<file path="config.mk">
export PLATFORM = sky130hd
export DESIGN_NAME = alu_with_status_flags_core
export DESIGN_NICKNAME = d
export VERILOG_FILES = /design/src/hw/rtl/afs_pkg.sv /design/src/hw/rtl/afs_exec.sv /design/src/hw/rtl/alu_with_status_flags_core.sv
export VERILOG_INCLUDE_DIRS = /design/src /design/src/hw/rtl
export SDC_FILE = /design/constraint.sdc
export NUM_CORES = 1
export LEC_CHECK = 0
export ABC_CLOCK_PERIOD_IN_PS = 3900
export BUFFER_PORTS_ARGS = -buffer_cell sky130_fd_sc_hd__buf_2
export CORE_MARGIN = 2
export CORE_UTILIZATION = 55
export CTS_CLUSTER_SIZE = 14
export DETAILED_ROUTE_END_ITERATION = 10
export PLACE_DENSITY = 0.78
export SLEW_MARGIN = 20
export SYNTH_ARGS = -nofsm -noshare
export SYNTH_HDL_FRONTEND = slang
export SYNTH_SLANG_ARGS = --single-unit
</file>
<file path="constraint.sdc">
create_clock -name clk -period 3.9 [get_ports clk]
set_input_delay 0.39 -clock clk [delete_from_list [all_inputs] [get_ports clk]]
set_output_delay 0.39 -clock clk [all_outputs]
set_load 0.03 [all_outputs]
</file>
<file path="src/hw/rtl/alu_with_status_flags_core_assert.svh">
// Assertion macros for the status-flag ALU.
// Included by the RTL files that carry concurrent checks; expects clk and rst_n in scope.
`ifndef ALU_WITH_STATUS_FLAGS_CORE_ASSERT_SVH
`define ALU_WITH_STATUS_FLAGS_CORE_ASSERT_SVH

`ifndef NO_ASSERTIONS
// Same-cycle implication.
`define AFS_ASSERT_IMP(lbl, ante, cons, msg) \
  lbl: assert property (@(posedge clk) disable iff (!rst_n) (ante) |-> (cons)) \
    else $error(msg);
// Next-cycle implication.
`define AFS_ASSERT_NXT(lbl, ante, cons, msg) \
  lbl: assert property (@(posedge clk) disable iff (!rst_n) (ante) |=> (cons)) \
    else $error(msg);
`else
`define AFS_ASSERT_IMP(lbl, ante, cons, msg)
`define AFS_ASSERT_NXT(lbl, ante, cons, msg)
`endif

`endif

</file>
<file path="src/hw/rtl/afs_pkg.sv">
// Types and constants for the status-flag ALU.
// No dependencies; imported by afs_exec and alu_with_status_flags_core.
package afs_pkg;

  typedef enum logic [3:0] {
    OP_ADD8     = 4'd0,
    OP_SUB8     = 4'd1,
    OP_AND      = 4'd2,
    OP_OR       = 4'd3,
    OP_XOR      = 4'd4,
    OP_CMP      = 4'd5,
    OP_INC      = 4'd6,
    OP_DEC      = 4'd7,
    OP_ADD16    = 4'd8,
    OP_ADC16    = 4'd9,
    OP_SBC16    = 4'd10,
    OP_ROTFLAGS = 4'd11,
    OP_IOFLAGS  = 4'd12,
    OP_COND     = 4'd13,
    OP_CLEARQ   = 4'd14
  } op_t;

  // Flag bit positions: S Z Y H X P N C at 7..0.
  localparam int FL_S = 7;
  localparam int FL_Z = 6;
  localparam int FL_Y = 5;
  localparam int FL_H = 4;
  localparam int FL_X = 3;
  localparam int FL_P = 2;
  localparam int FL_N = 1;
  localparam int FL_C = 0;

  // Condition pairs selected by cond_code[2:1].
  localparam logic [1:0] CC_ZERO   = 2'd0;
  localparam logic [1:0] CC_CARRY  = 2'd1;
  localparam logic [1:0] CC_PARITY = 2'd2;
  localparam logic [1:0] CC_SIGN   = 2'd3;

  typedef struct packed {
    logic [15:0] result;
    logic [7:0]  flags;
    logic        met;
    logic [15:0] pointer;
    logic        set_q;
    logic        clr_q;
  } exec_out_t;

endpackage

</file>
<file path="src/hw/rtl/afs_exec.sv">
// Combinational execute stage: one ALU operation against the current flag state.
// Depends on afs_pkg.
module afs_exec (
  input  logic [3:0]        opcode,
  input  logic [15:0]       operand_a,
  input  logic [15:0]       operand_b,
  input  logic              carry_in,
  input  logic [2:0]        cond_code,
  input  logic              force_sign_clear,
  input  logic              io_data_top,
  input  logic [7:0]        flags_cur,
  input  logic [15:0]       pointer_cur,
  output afs_pkg::exec_out_t ex
);
  import afs_pkg::*;

  logic [7:0]  a8;
  logic [7:0]  b8;
  logic [8:0]  sum9;
  logic [8:0]  dif9;
  logic [7:0]  logic_r;
  logic [7:0]  inc_r;
  logic [7:0]  dec_r;
  logic [16:0] sum17;
  logic [16:0] dif17;
  logic [15:0] ptr_inc;
  logic        sub_cin;
  logic        add16_cin;
  logic        cc_flag;

  assign a8        = operand_a[7:0];
  assign b8        = operand_b[7:0];
  assign sub_cin   = (opcode == OP_SUB8) ? carry_in : 1'b0;
  assign add16_cin = (opcode == OP_ADC16) ? carry_in : 1'b0;
  assign sum9      = {1'b0, a8} + {1'b0, b8} + {8'd0, carry_in};
  assign dif9      = {1'b0, a8} - {1'b0, b8} - {8'd0, sub_cin};
  assign inc_r     = b8 + 8'd1;
  assign dec_r     = b8 - 8'd1;
  assign sum17     = {1'b0, operand_a} + {1'b0, operand_b} + {16'd0, add16_cin};
  assign dif17     = {1'b0, operand_a} - {1'b0, operand_b} - {16'd0, carry_in};
  assign ptr_inc   = operand_a + 16'd1;

  always_comb begin
    case (opcode)
      OP_AND:  logic_r = a8 & b8;
      OP_OR:   logic_r = a8 | b8;
      OP_XOR:  logic_r = a8 ^ b8;
      default: logic_r = b8;
    endcase
  end

  always_comb begin
    case (cond_code[2:1])
      CC_ZERO:   cc_flag = flags_cur[FL_Z];
      CC_CARRY:  cc_flag = flags_cur[FL_C];
      CC_PARITY: cc_flag = flags_cur[FL_P];
      CC_SIGN:   cc_flag = flags_cur[FL_S];
      default:   cc_flag = 1'b0;
    endcase
  end

  always_comb begin
    ex         = '0;
    ex.flags   = flags_cur;
    ex.pointer = pointer_cur;
    ex.set_q   = 1'b1;
    case (opcode)
      OP_ADD8: begin
        ex.result       = {8'd0, sum9[7:0]};
        ex.flags        = '0;
        ex.flags[FL_S]  = sum9[7];
        ex.flags[FL_Z]  = (sum9[7:0] == 8'd0);
        ex.flags[FL_Y]  = sum9[5];
        ex.flags[FL_H]  = a8[4] ^ b8[4] ^ sum9[4];
        ex.flags[FL_X]  = sum9[3];
        ex.flags[FL_P]  = ~(a8[7] ^ b8[7]) & (a8[7] ^ sum9[7]);
        ex.flags[FL_C]  = sum9[8];
      end
      OP_SUB8, OP_CMP: begin
        ex.result       = {8'd0, dif9[7:0]};
        ex.flags        = '0;
        ex.flags[FL_S]  = dif9[7];
        ex.flags[FL_Z]  = (dif9[7:0] == 8'd0);
        ex.flags[FL_H]  = a8[4] ^ b8[4] ^ dif9[4];
        ex.flags[FL_P]  = (a8[7] ^ b8[7]) & (a8[7] ^ dif9[7]);
        ex.flags[FL_N]  = 1'b1;
        ex.flags[FL_C]  = dif9[8];
        // Compare takes X and Y from the operand, not the difference.
        ex.flags[FL_Y]  = (opcode == OP_CMP) ? b8[5] : dif9[5];
        ex.flags[FL_X]  = (opcode == OP_CMP) ? b8[3] : dif9[3];
      end
      OP_AND, OP_OR, OP_XOR, OP_ROTFLAGS: begin
        ex.result       = (opcode == OP_ROTFLAGS) ? 16'd0 : {8'd0, logic_r};
        ex.flags        = '0;
        ex.flags[FL_S]  = logic_r[7] & ~((opcode == OP_ROTFLAGS) & force_sign_clear);
        ex.flags[FL_Z]  = (logic_r == 8'd0);
        ex.flags[FL_Y]  = logic_r[5];
        ex.flags[FL_H]  = (opcode == OP_AND);
        ex.flags[FL_X]  = logic_r[3];
        ex.flags[FL_P]  = ~(^logic_r);
        ex.flags[FL_C]  = (opcode == OP_ROTFLAGS) ? flags_cur[FL_C] : 1'b0;
      end
      OP_INC: begin
        ex.result       = {8'd0, inc_r};
        ex.flags        = '0;
        ex.flags[FL_S]  = inc_r[7];
        ex.flags[FL_Z]  = (inc_r == 8'd0);
        ex.flags[FL_Y]  = inc_r[5];
        ex.flags[FL_H]  = (b8[3:0] == 4'hF);
        ex.flags[FL_X]  = inc_r[3];
        ex.flags[FL_P]  = (b8 == 8'h7F);
        ex.flags[FL_C]  = flags_cur[FL_C];
      end
      OP_DEC: begin
        ex.result       = {8'd0, dec_r};
        ex.flags        = '0;
        ex.flags[FL_S]  = dec_r[7];
        ex.flags[FL_Z]  = (dec_r == 8'd0);
        ex.flags[FL_Y]  = dec_r[5];
        ex.flags[FL_H]  = (b8[3:0] == 4'h0);
        ex.flags[FL_X]  = dec_r[3];
        ex.flags[FL_P]  = (b8 == 8'h80);
        ex.flags[FL_N]  = 1'b1;
        ex.flags[FL_C]  = flags_cur[FL_C];
      end
      OP_ADD16, OP_ADC16: begin
        ex.result       = sum17[15:0];
        ex.pointer      = ptr_inc;
        // Plain add16 keeps S, Z and P.
        if (opcode == OP_ADC16) begin
          ex.flags[FL_S] = sum17[15];
          ex.flags[FL_Z] = (sum17[15:0] == 16'd0);
          ex.flags[FL_P] = ~(operand_a[15] ^ operand_b[15]) & (operand_a[15] ^ sum17[15]);
        end
        ex.flags[FL_Y]  = sum17[13];
        ex.flags[FL_H]  = operand_a[12] ^ operand_b[12] ^ sum17[12];
        ex.flags[FL_X]  = sum17[11];
        ex.flags[FL_N]  = 1'b0;
        ex.flags[FL_C]  = sum17[16];
      end
      OP_SBC16: begin
        ex.result       = dif17[15:0];
        ex.pointer      = ptr_inc;
        ex.flags[FL_S]  = dif17[15];
        ex.flags[FL_Z]  = (dif17[15:0] == 16'd0);
        ex.flags[FL_Y]  = dif17[13];
        ex.flags[FL_H]  = operand_a[12] ^ operand_b[12] ^ dif17[12];
        ex.flags[FL_X]  = dif17[11];
        ex.flags[FL_P]  = (operand_a[15] ^ operand_b[15]) & (operand_a[15] ^ dif17[15]);
        ex.flags[FL_N]  = 1'b1;
        ex.flags[FL_C]  = dif17[16];
      end
      OP_IOFLAGS: begin
        ex.flags[FL_H]  = |operand_b[15:8];
        ex.flags[FL_C]  = |operand_b[15:8];
        ex.flags[FL_P]  = ~(^({5'd0, operand_b[2:0]} ^ a8));
        ex.flags[FL_N]  = io_data_top;
      end
      OP_COND: begin
        ex.met   = cond_code[0] ? cc_flag : ~cc_flag;
        ex.set_q = 1'b0;
      end
      OP_CLEARQ: begin
        ex.set_q = 1'b0;
        ex.clr_q = 1'b1;
      end
      default: begin
        ex.set_q = 1'b0;
      end
    endcase
  end

endmodule

</file>
<file path="src/hw/rtl/alu_with_status_flags_core.sv">
// Top level of the status-flag ALU: input register, flag/pointer state, result register.
// Depends on afs_pkg, afs_exec and alu_with_status_flags_core_assert.svh.
//
// Usage:
//   Input channel in_* (valid/ready) carries opcode, operands, carry, condition
//   code and the rotate/I/O side bits. Output channel out_* (valid/ready) returns
//   result, flags_out, condition_met and pointer_out, one item per input item.
//   An accepted item passes the input register, then the result register, to out_*.
//   Throughput: one item per cycle while out_ready is high. The input register
//   and the result register form a two-entry pipeline, and the flag state is
//   updated as each item moves from the input register to the result register,
//   so the next item sees the flags its predecessor left.
//   When the receiver stalls, the result register holds; one more item can be
//   accepted into the input register, after which in_ready drops.
//   Reset (rst_n low, synchronous) empties both registers and clears the flag
//   register, the Q copy and the memory pointer.
module alu_with_status_flags_core (
  input  logic        clk,
  input  logic        rst_n,
  input  logic        in_valid,
  output logic        in_ready,
  input  logic [3:0]  in_opcode,
  input  logic [15:0] in_operand_a,
  input  logic [15:0] in_operand_b,
  input  logic        in_carry_in,
  input  logic [2:0]  in_cond_code,
  input  logic        in_force_sign_clear,
  input  logic        in_io_data_top,
  output logic        out_valid,
  input  logic        out_ready,
  output logic [15:0] out_result,
  output logic [7:0]  out_flags_out,
  output logic        out_condition_met,
  output logic [15:0] out_pointer_out
);
  import afs_pkg::*;

  `include "alu_with_status_flags_core_assert.svh"

  logic        s1_valid_r;
  logic [3:0]  s1_opcode_r;
  logic [15:0] s1_a_r;
  logic [15:0] s1_b_r;
  logic        s1_cin_r;
  logic [2:0]  s1_cc_r;
  logic        s1_fsc_r;
  logic        s1_iotop_r;

  logic [7:0]  flags_r;
  logic [7:0]  q_r;
  logic [15:0] ptr_r;

  logic        out_valid_r;
  logic [15:0] out_result_r;
  logic [7:0]  out_flags_r;
  logic        out_met_r;
  logic [15:0] out_ptr_r;

  logic        out_free;
  logic        s1_adv;
  logic        in_fire;
  exec_out_t   ex;

  assign out_free = ~out_valid_r | out_ready;
  assign s1_adv   = s1_valid_r & out_free;
  assign in_ready = ~s1_valid_r | out_free;
  assign in_fire  = in_valid & in_ready;

  afs_exec u_exec (
    .opcode           (s1_opcode_r),
    .operand_a        (s1_a_r),
    .operand_b        (s1_b_r),
    .carry_in         (s1_cin_r),
    .cond_code        (s1_cc_r),
    .force_sign_clear (s1_fsc_r),
    .io_data_top      (s1_iotop_r),
    .flags_cur        (flags_r),
    .pointer_cur      (ptr_r),
    .ex               (ex)
  );

  // Input register.
  always_ff @(posedge clk) begin
    if (!rst_n) begin
      s1_valid_r <= 1'b0;
    end else if (in_ready) begin
      s1_valid_r <= in_valid;
    end
  end

  always_ff @(posedge clk) begin
    if (in_fire) begin
      s1_opcode_r <= in_opcode;
      s1_a_r      <= in_operand_a;
      s1_b_r      <= in_operand_b;
      s1_cin_r    <= in_carry_in;
      s1_cc_r     <= in_cond_code;
      s1_fsc_r    <= in_force_sign_clear;
      s1_iotop_r  <= in_io_data_top;
    end
  end

  // Architectural state: commit as the item leaves the input register.
  always_ff @(posedge clk) begin
    if (!rst_n) begin
      flags_r <= '0;
      q_r     <= '0;
      ptr_r   <= '0;
    end else if (s1_adv) begin
      flags_r <= ex.flags;
      ptr_r   <= ex.pointer;
      if (ex.set_q) begin
        q_r <= ex.flags;
      end else if (ex.clr_q) begin
        q_r <= '0;
      end
    end
  end

  // Result register.
  always_ff @(posedge clk) begin
    if (!rst_n) begin
      out_valid_r <= 1'b0;
    end else if (out_free) begin
      out_valid_r <= s1_valid_r;
    end
  end

  always_ff @(posedge clk) begin
    if (s1_adv) begin
      out_result_r <= ex.result;
      out_flags_r  <= ex.flags;
      out_met_r    <= ex.met;
      out_ptr_r    <= ex.pointer;
    end
  end

  assign out_valid         = out_valid_r;
  assign out_result        = out_result_r;
  assign out_flags_out     = out_flags_r;
  assign out_condition_met = out_met_r;
  assign out_pointer_out   = out_ptr_r;

  `AFS_ASSERT_NXT(a_q_tracks_flags, s1_adv && ex.set_q, q_r == flags_r,
                  "Q copy differs from flags after a flag-setting item")
  `AFS_ASSERT_NXT(a_q_cleared, s1_adv && ex.clr_q, q_r == 8'd0,
                  "Q copy not cleared")
  `AFS_ASSERT_NXT(a_state_hold, !s1_adv, $stable(flags_r) && $stable(ptr_r),
                  "state changed without an item moving")
  `AFS_ASSERT_NXT(a_out_matches_state, s1_adv,
                  out_flags_r == flags_r && out_ptr_r == ptr_r,
                  "result register disagrees with committed state")

endmodule

</file>
### After elaboration in Yosys (flattened, before gate mapping)

Index checks and enable logic that the tools add are counted.

| cells by class | value |
|---|---|
| add/subtract/negate cells | 11 |
| bitwise gates (word level) | 34 |
| multiplexer cells | 16 |
| reductions and logical operators | 17 |
| eq/ne operators | 19 |

Operator list:

| kind | number |
|---|---|
| $pmux 19 s7 | 1 |
| $logic_not 8->1 | 5 |
| $logic_not 16->1 | 2 |
| $eq 4x4->1 const B | 7 |
| $pmux 3 s8 | 1 |
| $pmux 8 s3 | 1 |
| $add 16x16->17 | 1 |
| $add 17x1->17 | 1 |
| $sub 16x16->17 | 1 |
| $sub 17x1->17 | 1 |
| $add 16x1->16 const B | 1 |
| $eq 4x3->1 const B | 4 |
| $mux 16 | 1 |
| $reduce_xor 8->1 | 2 |
| $xor 1x1->1 | 12 |
| $add 8x8->9 | 1 |
| $add 9x1->9 | 1 |
| $sub 8x8->9 | 1 |
| $sub 9x1->9 | 1 |
| $add 8x1->8 const B | 1 |
| $and 1x1->1 | 8 |
| $and 8x8->8 | 1 |
| $eq 4x2->1 const B | 2 |
| $eq 8x7->1 const B | 1 |
| 22 further kinds | 39 |

| storage, ports and cells | value |
|---|---|
| word-level logic and storage cells | 112 |
| flip-flop bits (word level) | 109 |

### Longest topological paths before layout

Gate-level depths: netlist of run 1.

| logic depth | value |
|---|---|
| depth in word-level cells | 7 |
| depth in mapped cells | 16 |

### Modules after synthesis

Synthesis of run 1 repeated with hierarchy kept, for this count alone.

| unflattened totals | value |
|---|---|
| cell total of the unflattened synthesis | 895 |
| area, all modules | 8331.7 um^2 |

Modules (own cells, without submodules):

| module | area an instance (um^2) | instances | cells each |
|---|---|---|---|
| afs_exec | 4770.8 | 1 | 698 |
| alu_with_status_flags_core | 3560.9 | 1 | 197 |

### Worst setup path after synthesis of run 1

Ideal clock, no wire load.

| timing | value |
|---|---|
| kind | flip-flop to flip-flop |
| start | register s1_opcode_r[3] |
| end | register out_result_r[7], in the netlist out_result[7] (data pin) |
| path buffers | 2 |
| slack | -0.294 ns |
| setup time | 0.272 ns |
| arrival time | 3.923 ns |
| stages on the path, launching flop included | 14 |
| cells stage by stage | edfxtp_1 clkbuf_1 clkbuf_1 or3b_2 or3_1 fa_1 inv_1 ha_1 o21ai_0 a21boi_0 a211o_1 and2_1 a221o_1 or4_1 |

RTL lines:

| element | RTL line | text |
|---|---|---|
| start: declaration | alu_with_status_flags_core.sv:41 | `logic [3:0] s1_opcode_r;` |
| start signal: assignment | alu_with_status_flags_core.sv:93 | `s1_opcode_r <= in_opcode;` |
| end signal: assignment | alu_with_status_flags_core.sv:131 | `out_result_r <= ex.result;` |
| end: declaration | alu_with_status_flags_core.sv:54 | `logic [15:0] out_result_r;` |

==> results by group, run 1 <==
Run status
  – Status: finished, final reports clean

Synth
  – Post-Syn Nets: 1057
  – Most common flop cell mapped by yosys: edfxtp_1
  – Syn_area_per_cell: 9.16 sq um
  – Async SR Flop Fraction: 0
  – Yosys top cell area share: 0.292
  – EDFF count, synth: 83
  – Seq/Total Area, Yosys: 0.352
  – Synth warn: 0
  – Top cells by area, synth: edfxtp_1, ha_1, dfxtp_1, xnor2_1, a21oi_1
  – Netlist Area Pre-Place: 8550 sq um
  – Synthesized flop and latch total: 109
  – Synth area leader: edfxtp_1
  – Synth cell types: 92
  – Mapped Cells: 933

Route
  – DR DRC count: 0
  – Detailed Route WL: 26.2 mm
  – Vias after detailed routing: 7931
  – Via density: 6.39
  – DRT Pass-1 Iters: 8
  – Wire per inst: 21.1 microns
  – Final ANT Viol Nets: 0
  – 1st-iter DRT viols: 998

Finish
  – Area grow syn2layout: 15.0%
  – Area of the multi-input gates: 5090 sq um
  – Share of layout cells above drive strength 1: 0.200
  – Fin nets: 1173
  – Number of fill cells: 1266
  – Ant diodes: 0
  – Seq. cell area: 3010 sq um
  – Final Cell Area: 9830 sq um

Clock tree
  – H-Tree Depth: 3
  – Clock transition at the registers of the reported paths: 0.09 ns
  – Hold-fix buffers, CTS: 0
  – CTS tree: built
  – Clock Tree Root: clkbuf_16
  – Cts bufs inserted: 9
  – Clock buffer depth: 2
  – Worst-Skew Late Latency: 0.37 ns
  – CTS sink count: 109

Floorplan
  – Core Box Area: 15200 sq um
  – Die Y: 129 microns
  – Initial Util: 0.562
  – # rows: 45
  – Die Span X: 129 microns
  – Die ar.: 16600 sq um
  – IO Pins: 89

Critical path
  – Crit-path max FO: 3
  – WP data required: 4.02 ns
  – CP Capture Type: register
  – Worst path arrival time: 3.86 ns
  – Crit-path cells: or3b_4 -> or3_4 -> fa_1 -> inv_1 -> ha_2 -> o21ai_2 -> a21boi_2 -> a211o_1 -> and2_4 -> a221o_1 -> or4_1
  – Startpoint Class: register
  – Slowest-stage cell, CP: fa_1
  – Worst path max stage delay: 0.55 ns
  – Setup CP Type: register to register
  – CP top delay family: simple AND/OR/NAND/NOR gates
  – Worst Path Buf+Inv: 1

Timing
  – Post-layout min period: 3.74 ns
  – RSZ-0062 raised after global routing: false
  – Least-Margin Pin Slew: 0.999 ns
  – Fin crit share: 0.960
  – FMAX: 0.267 GHz
  – Worst Skew: 0.0119 ns
  – Final hold viol count: 0
  – Fin. max-slew vios: 0
  – Setup violators final: 0
  – Final setup TNS: 0 ns
  – Final WS setup: 0.156 ns
  – Slew headroom: 0.334

Placed design
  – Pre-CTS setup slack: 0.0936 ns
  – Port buffer count: 88
  – Global placer's final weighted congestion: 1.03
  – Detail Placement HPWL: 20.3 mm
  – Instance area at placement: 9440 sq um

Global routing
  – Remaining global-route overflow: 0
  – First-pass GRT wire length: 40.2 mm
  – Initial antenna violation count: 0
  – Total track usage: 0.320
  – Number of global-route vias before repair: 7252
  – Largest net degree at the start of global routing: 45

Pwr
  – PD cells: 363 nW/um^2
  – Lkg Pwr: 3.98 nW
  – Peak supply drop: 242 uV
  – Pwr Total: 3.57 mW

Job
  – Maxcap violations: 0

Hold path
  – Hold Path Class: primary input to register
Yosys cell counts (all sizes together) (11+ instances only):
library cell,number
nor3,22
nand4,14
o21ai,54
buf,14
xnor2,55
nand3,20
dfxtp,26
edfxtp,83
nand2,75
a21oi,82
ha,70
a21boi,18
o21a,11
clkbuf,32
nand2b,12
inv,64
a31oi,13
nor2,61
path summary, 6_finish.rpt:
path              startpoint             to  slack (ns)  cells after the start
max           s1_opcode_r[3]  out_result[7]        0.16                     11
max reg2reg   s1_opcode_r[3]  out_result[7]        0.16                     11
min          in_operand_b[8]      s1_b_r[8]        0.19                      1
min reg2reg        ptr_r[11]      ptr_r[11]        0.47                      2
what timing repair did:
action                                  in CTS  in global routing
setup buffers                                0                  4
resized for setup                            0                 14
endpoints found under the setup margin       0                 13
per-layer routing:
metal	GRT usage	wire, microns	up-vias
met5	0	0	-
met3	0.0786	2640	58
li1	-	-	3687
met4	0.107	867	0
met2	0.475	11300	447
met1	0.458	11400	3739
cell families after synthesis:
logic type,after synthesis,share of synthesized area
simple gates,275,0.168
mux,6,0.00863
fa+ha+maj,78,0.121
compound gates,286,0.225
buf+inv,114,0.0580
xor+xnor,65,0.0666
flops,109,0.352
power breakdown:
part	total [mW]	switching, mW	internal, mW
registers	1.37	0.0419	1.33
logic	1.22	0.741	0.480
clock network	0.973	0.500	0.473
total	3.57	1.28	2.28
worst reg2reg max path, delay by kind of cell, from the launching register on:
kind / cells / cell delay [ns]
AOI/OAI and AO/OA: 4 / 0.91
adders and majority gates: 2 / 0.72
buffers and inverters: 1 / 0.06
DFF: 1 / 0.40
and+or+nand+nor: 4 / 1.43
cell usage in the layout (no fill, tap or decap), types with 5 or more instances in the layout:
cell type  Yosys  routed
o211ai_1       7       7
clkbuf_16      0       9
or2_2          6       6
nand3_1       19      19
a31oi_1       13      13
inv_1         64      64
o21ai_0       52      48
nand4_1       14      14
xnor2_1       55      55
nand2b_1      12      12
a221o_1        6       6
ha_1          70      69
nor3_1        22      22
fa_1           8       7
buf_4          2      64
o21a_1        11      11
a21oi_1       82      80
o221ai_1       7       7
and3_1         7       7
a21boi_0      18      17
a21o_1         8       8
o22ai_1        8       7
dfxtp_1       26      26
buf_2          6      88
xor2_1        10      10
o21ai_1        2       5
edfxtp_1      83      83
a22oi_1       10      10
a211o_1        5       5
nor2b_1       10      10
nor4_1         9       9
nor2_1        61      60
o2111ai_1      5       5
or3_1          7       6
a211oi_1       5       5
nand2_1       75      75
area by class of cell:
cell class                      instances  share of cell area
Multi-Input combinational cell        710               0.518
Sequential cell                       109               0.306
Timing Repair Buffer                  152              0.0937
Inverter                               67              0.0256
Tap cell                              188              0.0239
Clock buffer                            9              0.0229
Clock inverter                          7             0.00929
through the flow:
step	instances	util	hold slack, ns
after floorplan	933	-	0.441
after global placement	1222	0.621	0.449
after detailed placement	1222	0.621	0.458
after CTS	1238	0.642	0.188
after global routing	1242	0.647	0.186
final	1242	0.647	0.190
state kept, by name, indices dropped and copies added (netlist names), 3 cells and up:
signal,flops
out_pointer_out,16
out_result,16
flags_r,8
ptr_r,16
s1_a_r,16
s1_opcode_r,4
out_flags_out,8
s1_cc_r,3
s1_b_r,16
Power figures use the tool's default switching activity.
==> run 2: changes to the inputs <==
Settings changed: MAX_ROUTING_LAYER set to met4.
==> run 2 against run 1 <==
Effect of this change: worst setup slack worse by 0.091 ns; sequential share of layout area decreased by 0.23 points; critical endpoint is now flags_r[6]; design area is 0.75% higher; critical path depth up 2; register-to-register slack worse by 0.09 ns; non-clock buffer count rose by 8; combinational power barely moved; largest cell class unchanged; critical path type unchanged.
==> results by group, run 2 (synthesis results as in run 1) <==
Timing
  – Fin. max-slew vios: 0 (unchanged)
  – Final hold slack: 0.182 ns (-0.00796 ns)
  – Final WS setup: 0.0651 ns (-0.0910 ns)
  – FMAX: 0.261 GHz (-2.4%)
  – Post-layout min period: 3.83 ns (+0.0910 ns)
  – Least-Margin Pin Slew: 1.07 ns (+0.0702 ns)
  – Fin crit share: 0.983 (+0.0233)
  – Setup violators final: 0 (unchanged)
  – RSZ-0062 raised after global routing: true
  – Slew headroom: 0.286 (-0.0478)
  – Worst Skew: 0.0151 ns (+0.00326 ns)
  – Final hold viol count: 0 (unchanged)

Finish
  – Area grow syn2layout: 15.9%
  – Final Util: 0.652 (+0.00486)
  – Ant diodes: 0 (unchanged)
  – Fin nets: 1181 (+0.68%)
  – Commonest non-fill, non-tap cell in the layout: buf_2
  – Fin cells: 1250 (+0.64%)
  – Share of layout cells above drive strength 1: 0.207 (+0.00697)
  – Most frequent cells in the layout: buf_2, edfxtp_1, a21oi_1, nand2_1, buf_4

Clock tree
  – Clock buffer depth: 2 (unchanged)
  – H-Tree Depth: 3 (unchanged)
  – Cts bufs inserted: 9 (unchanged)
  – Worst-Skew Late Latency: 0.37 ns (about the same)
  – Hold-fix buffers, CTS: 0 (unchanged)
  – CTS tree: built
  – Clock transition at the registers of the reported paths: 0.10 ns (about the same)
  – CTS sink count: 109 (unchanged)
  – Clock Tree Root: clkbuf_16

Pwr
  – PD cells: 364 nW/um^2 (+0.48%)
  – Lkg Pwr: 4.02 nW (+1.2%)
  – Peak supply drop: 219 uV (-9.5%)

Route
  – DR DRC count: 0 (unchanged)
  – DRT Pass-1 Iters: 6 (-2)
  – Final ANT Viol Nets: 0 (unchanged)
  – Vias after detailed routing: 8006 (+0.95%)
  – Wire per inst: 21.7 microns (+2.7%)
  – Via density: 6.40 (+0.30%)
  – Detailed Route WL: 27.1 mm (+3.4%)
  – 1st-iter DRT viols: 952 (-4.6%)

Job
  – Maxcap violations: 0 (unchanged)

Floorplan
  – Die Span X: 129 microns (unchanged)
  – IO Pins: 89 (unchanged)
  – # rows: 45 (unchanged)
  – Die ar.: 16600 sq um (unchanged)
  – Initial Util: 0.562 (unchanged)
  – Core Box Area: 15200 sq um (unchanged)
  – Die Y: 129 microns (unchanged)

Global routing
  – Met1 usage: 0.482 (+0.0241)
  – Total track usage: 0.338 (+0.0180)
  – Initial antenna violation count: 0 (unchanged)
  – Met3 Use GR: 0.0620 (-0.0166)
  – Largest net degree at the start of global routing: 52 (+16%)
  – Number of global-route vias before repair: 7432 (+2.5%)
  – Met2 Use GR: 0.500 (+0.0243)
  – First-pass GRT wire length: 41.3 mm (+2.6%)
  – Most Used Layer, Global Route: met2
  – Remaining global-route overflow: 0 (unchanged)

Critical path
  – Setup CP Type: register to register
  – Startpoint Class: register
  – Crit-path max FO: 3 (unchanged)
  – CP Capture Type: register
  – Worst path arrival time: 4.13 ns (+0.27 ns)
  – WP data required: 4.20 ns (+0.18 ns)

Placed design
  – Port buffer count: 88 (unchanged)
  – Pre-CTS setup slack: -0.00648 ns (-0.100 ns)
  – Global placer's final weighted congestion: 1.01 (-2.1%)
  – Dpl cells: 1229 (+0.57%)
  – Detail Placement HPWL: 20.8 mm (+2.4%)

Run status
  – Status: finished, final reports clean

Hold path
  – Hold Path Class: primary input to register
## run 2: per-layer routing
metal | share of wire | vias up
met5 | 0 | -
met2 | 0.44 | 451
met3 | 0.097 | 48
li1 | - | 3702
met4 | 0.022 | 0
met1 | 0.44 | 3805
## run 2: path summary, 6_finish.rpt
| kind | from | endpoint | slack, ns | depth (start not counted) |
|---|---|---|---|---|
| worst max-delay path | s1_opcode_r[1] | flags_r[6] | 0.07 | 13 |
| worst min-delay path | in_opcode[2] | s1_opcode_r[2] | 0.18 | 1 |
| worst max register to register | s1_opcode_r[1] | flags_r[6] | 0.07 | 13 |
| worst min register to register | ptr_r[13] | ptr_r[13] | 0.47 | 2 |
## run 2: final cells by class
| cell class | count | area (sq um) |
|---|---|---|
| multi-input cells | 710 | 5100 |
| repair buffers | 160 | 985 |
| clock inverters | 7 | 93.8 |
| well taps | 188 | 235 |
| inverters | 67 | 251 |
| clock buffers | 9 | 225 |
| flip-flops and latches | 109 | 3010 |
| fillers | 1283 | 5300 |
## run 2: worst max-delay path: stages, from the launching register on
cell and delay [ns]:
edfxtp_1 0.42, or3b_4 0.42, or3_4 0.37, fa_1 0.51, ha_1 0.34, xor2_1 0.17, nor4_1 0.28, o221ai_1 0.19
a2111oi_2 0.43, buf_4 0.18, nor3_1 0.04, o31ai_1 0.12, nor2_1 0.11, a31oi_1 0.17
## run 2: power by group
group          switching (mW)  internal [mW]
clock                   0.526          0.473
combinational           0.756          0.485
sequential             0.0400           1.33
## run 2: repair_timing
action	CTS	global route
setup buffers	0	5
endpoints found under the setup margin	1	12
pin swaps	0	5
resized for setup	1	16
## run 2: metrics by stage
| stage | setup TNS (ns) | instance area (sq um) | power (mW) |
|---|---|---|---|
| after CTS | 0 | 9820 | 3.56 |
| after floorplan | 0 | 8570 | 2.22 |
| after global routing | -0.177 | 9910 | 3.76 |
| after detailed placement | -0.00648 | 9500 | 2.57 |
| final | 0 | 9910 | 3.61 |
| after global placement | 0 | 9500 | 2.56 |
==> run 3: changes to the inputs <==
Settings changed: SETUP_SLACK_MARGIN set to 0.1.
==> run 3 against run 2 <==
Effect of this change: power down 2.9%; clock power down 7.5%; sequential power is essentially flat; global-route usage decreased by 1.3 points; worst setup slack gained 0.047 ns; critical path depth increased by 1; largest power group unchanged; highest routed layer unchanged.
==> results by group, run 3 (synthesis results as in run 1) <==
Run status
  – Status: finished, final reports clean

Pwr
  – PD cells: 357 nW/um^2 (-2.0%)
  – Peak supply drop: 235 uV (+7.1%)
  – Lkg Pwr: 3.97 nW (-1.3%)
  – Int Power: 2.26 mW (-1.3%)
  – Seq pwr share: 0.392 (+0.012)
  – Clock network power share: 0.263 (-0.014)
  – Combinational share of power: 0.345 (about the same)
  – Sw frac: 0.356 (-0.0101)
  – Net load switching power: 1.25 mW (-5.6%)
  – Pwr Total: 3.51 mW (-2.9%)

Critical path
  – Worst path max stage delay: 0.40 ns (-0.11 ns)
  – CP Capture Type: register
  – Worst R2R Setup Slack: 0.11 ns (+0.05 ns)
  – Setup CP Type: register to register
  – Crit-path cells: buf_4 -> nand2b_1 -> nor2_1 -> nand2_1 -> fa_1 -> buf_4 -> fa_1 -> nand2b_1 -> a22oi_1 -> a22o_1 -> a21oi_1 -> a221o_1 -> a21oi_1 -> o21ai_0
  – Crit-path max FO: 24 (+21)
  – CP top delay family: compound AO/OA/AOI/OAI gates
  – Worst Path Buf+Inv: 2 (+1)
  – Startpoint Class: register
  – Slowest-stage cell, CP: fa_1
  – Worst path arrival time: 3.86 ns (-0.27 ns)
  – WP data required: 3.97 ns (-0.23 ns)

Floorplan
  – Initial Util: 0.562 (unchanged)
  – Core Box Area: 15200 sq um (unchanged)
  – Die ar.: 16600 sq um (unchanged)
  – # rows: 45 (unchanged)
  – IO Pins: 89 (unchanged)
  – Die Span X: 129 microns (unchanged)
  – Die Y: 129 microns (unchanged)

Timing
  – Least-Margin Pin Slew: 1.07 ns (-0.00230 ns)
  – Fin. max-slew vios: 0 (unchanged)
  – Post-layout min period: 3.79 ns (-0.0468 ns)
  – Fin crit share: 0.971 (-0.0120)
  – Final hold slack: 0.198 ns (+0.0153 ns)
  – Worst Skew: 0.0106 ns (-0.00450 ns)
  – FMAX: 0.264 GHz (+1.2%)
  – Final hold viol count: 0 (unchanged)
  – Setup violators final: 0 (unchanged)
  – Slew headroom: 0.289 (+0.00257)
  – RSZ-0062 raised after global routing: true

Placed design
  – Global placer's final weighted congestion: 1.06 (+4.9%)
  – Detail Placement HPWL: 20.0 mm (-3.9%)
  – Port buffer count: 88 (unchanged)

Finish
  – Fin nets: 1171 (-0.85%)
  – Most frequent cells in the layout: buf_2, edfxtp_1, a21oi_1, nand2_1, ha_1
  – Ant diodes: 0 (unchanged)
  – Share of layout cells above drive strength 1: 0.199 (-0.00849)
  – Final Util: 0.646 (-0.00560)
  – Area grow syn2layout: 14.9%
  – Commonest non-fill, non-tap cell in the layout: buf_2

Clock tree
  – Clock transition at the registers of the reported paths: 0.08 ns (-0.02 ns)
  – Clock buffer depth: 2 (unchanged)
  – Cts bufs inserted: 9 (unchanged)
  – CTS tree: built
  – Worst-Skew Late Latency: 0.36 ns (about the same)
  – H-Tree Depth: 3 (unchanged)
  – CTS sink count: 109 (unchanged)
  – Clock Tree Root: clkbuf_16

Global routing
  – Largest net degree at the start of global routing: 43 (-17%)
  – Total track usage: 0.325 (-0.0130)
  – Initial antenna violation count: 0 (unchanged)
  – First-pass GRT wire length: 39.8 mm (-3.6%)
  – Number of global-route vias before repair: 7193 (-3.2%)
  – Remaining global-route overflow: 0 (unchanged)

Route
  – Via density: 6.32 (-1.3%)
  – Final ANT Viol Nets: 0 (unchanged)
  – Vias after detailed routing: 7837 (-2.1%)
  – DRT Pass-1 Iters: 6 (unchanged)
  – 1st-iter DRT viols: 982 (+3.2%)
  – DR DRC count: 0 (unchanged)
  – Wire per inst: 21.1 microns (-2.9%)
  – Detailed Route WL: 26.1 mm (-3.7%)

Job
  – Maxcap violations: 0 (unchanged)

Hold path
  – Hold Path Class: primary input to register
[run 3: cell types whose count changed in the layout (fill, tap and decap cells not counted), moves of 2 or more]
| cell | delta |
|---|---|
| o21ai_0 | +3 |
| o21ai_1 | -3 |
| inv_12 | -2 |
| buf_4 | -9 |
[run 3: metal layers]
| metal | GRT usage | routed length, microns | vias up | share of wire |
|---|---|---|---|---|
| met3 | 0.0565 | 2440 | 56 | 0.093 |
| met1 | 0.462 | 11400 | 3720 | 0.44 |
| li1 | - | - | 3670 | - |
| met2 | 0.475 | 11600 | 391 | 0.44 |
| met5 | - | 0 | - | 0 |
| met4 | 0.0965 | 670 | 0 | 0.026 |
[run 3: stage by stage]
stage	setup WS, ns	cells	setup TNS, ns	area (sq um)
after CTS	0.102	1235	0	9750
final	0.112	1240	0	9820
after detailed placement	0.0732	1219	0	9440
after floorplan	0.0430	933	0	8600
after global placement	0.188	1219	0	9440
after global routing	-0.0242	1240	-0.0301	9820
[run 3: power groups by stage]
| stage | logic, mW | clock network (mW) | registers, mW |
|---|---|---|---|
| floorplan | 0.781 | 0 | 1.45 |
| global placement | 1.14 | 0 | 1.40 |
| detailed placement | 1.15 | 0 | 1.40 |
| CTS | 1.16 | 0.931 | 1.37 |
| global route | 1.30 | 0.975 | 1.38 |
| finish | 1.21 | 0.923 | 1.37 |
[run 3: final timing paths]
check | from | end | cells past startpoint
max reg2reg | s1_opcode_r[3] | out_result[6] | 14
max | s1_opcode_r[3] | out_result[6] | 14
min | in_operand_a[6] | s1_a_r[6] | 1
min reg2reg | ptr_r[10] | ptr_r[10] | 2
[run 3: final cells by class]
| cell class | instances | area, sq um |
|---|---|---|
| Fill cell | 1285 | 5380 |
| Multi-Input combinational cell | 710 | 5110 |
| Sequential cell | 109 | 3010 |
| Timing Repair Buffer | 150 | 906 |
| Inverter | 67 | 251 |
| Tap cell | 188 | 235 |
| Clock buffer | 9 | 225 |
| Clock inverter | 7 | 75.1 |
[run 3: timing repair]
action | 4_1_cts | 5_1_grt
hold endpoints to repair | 0 | 0
gates resized for setup | 3 | 6
pin swaps | 0 | 1
setup endpoints to repair | 4 | 14
hold buffers | 0 | 0
setup buffers | 0 | 5
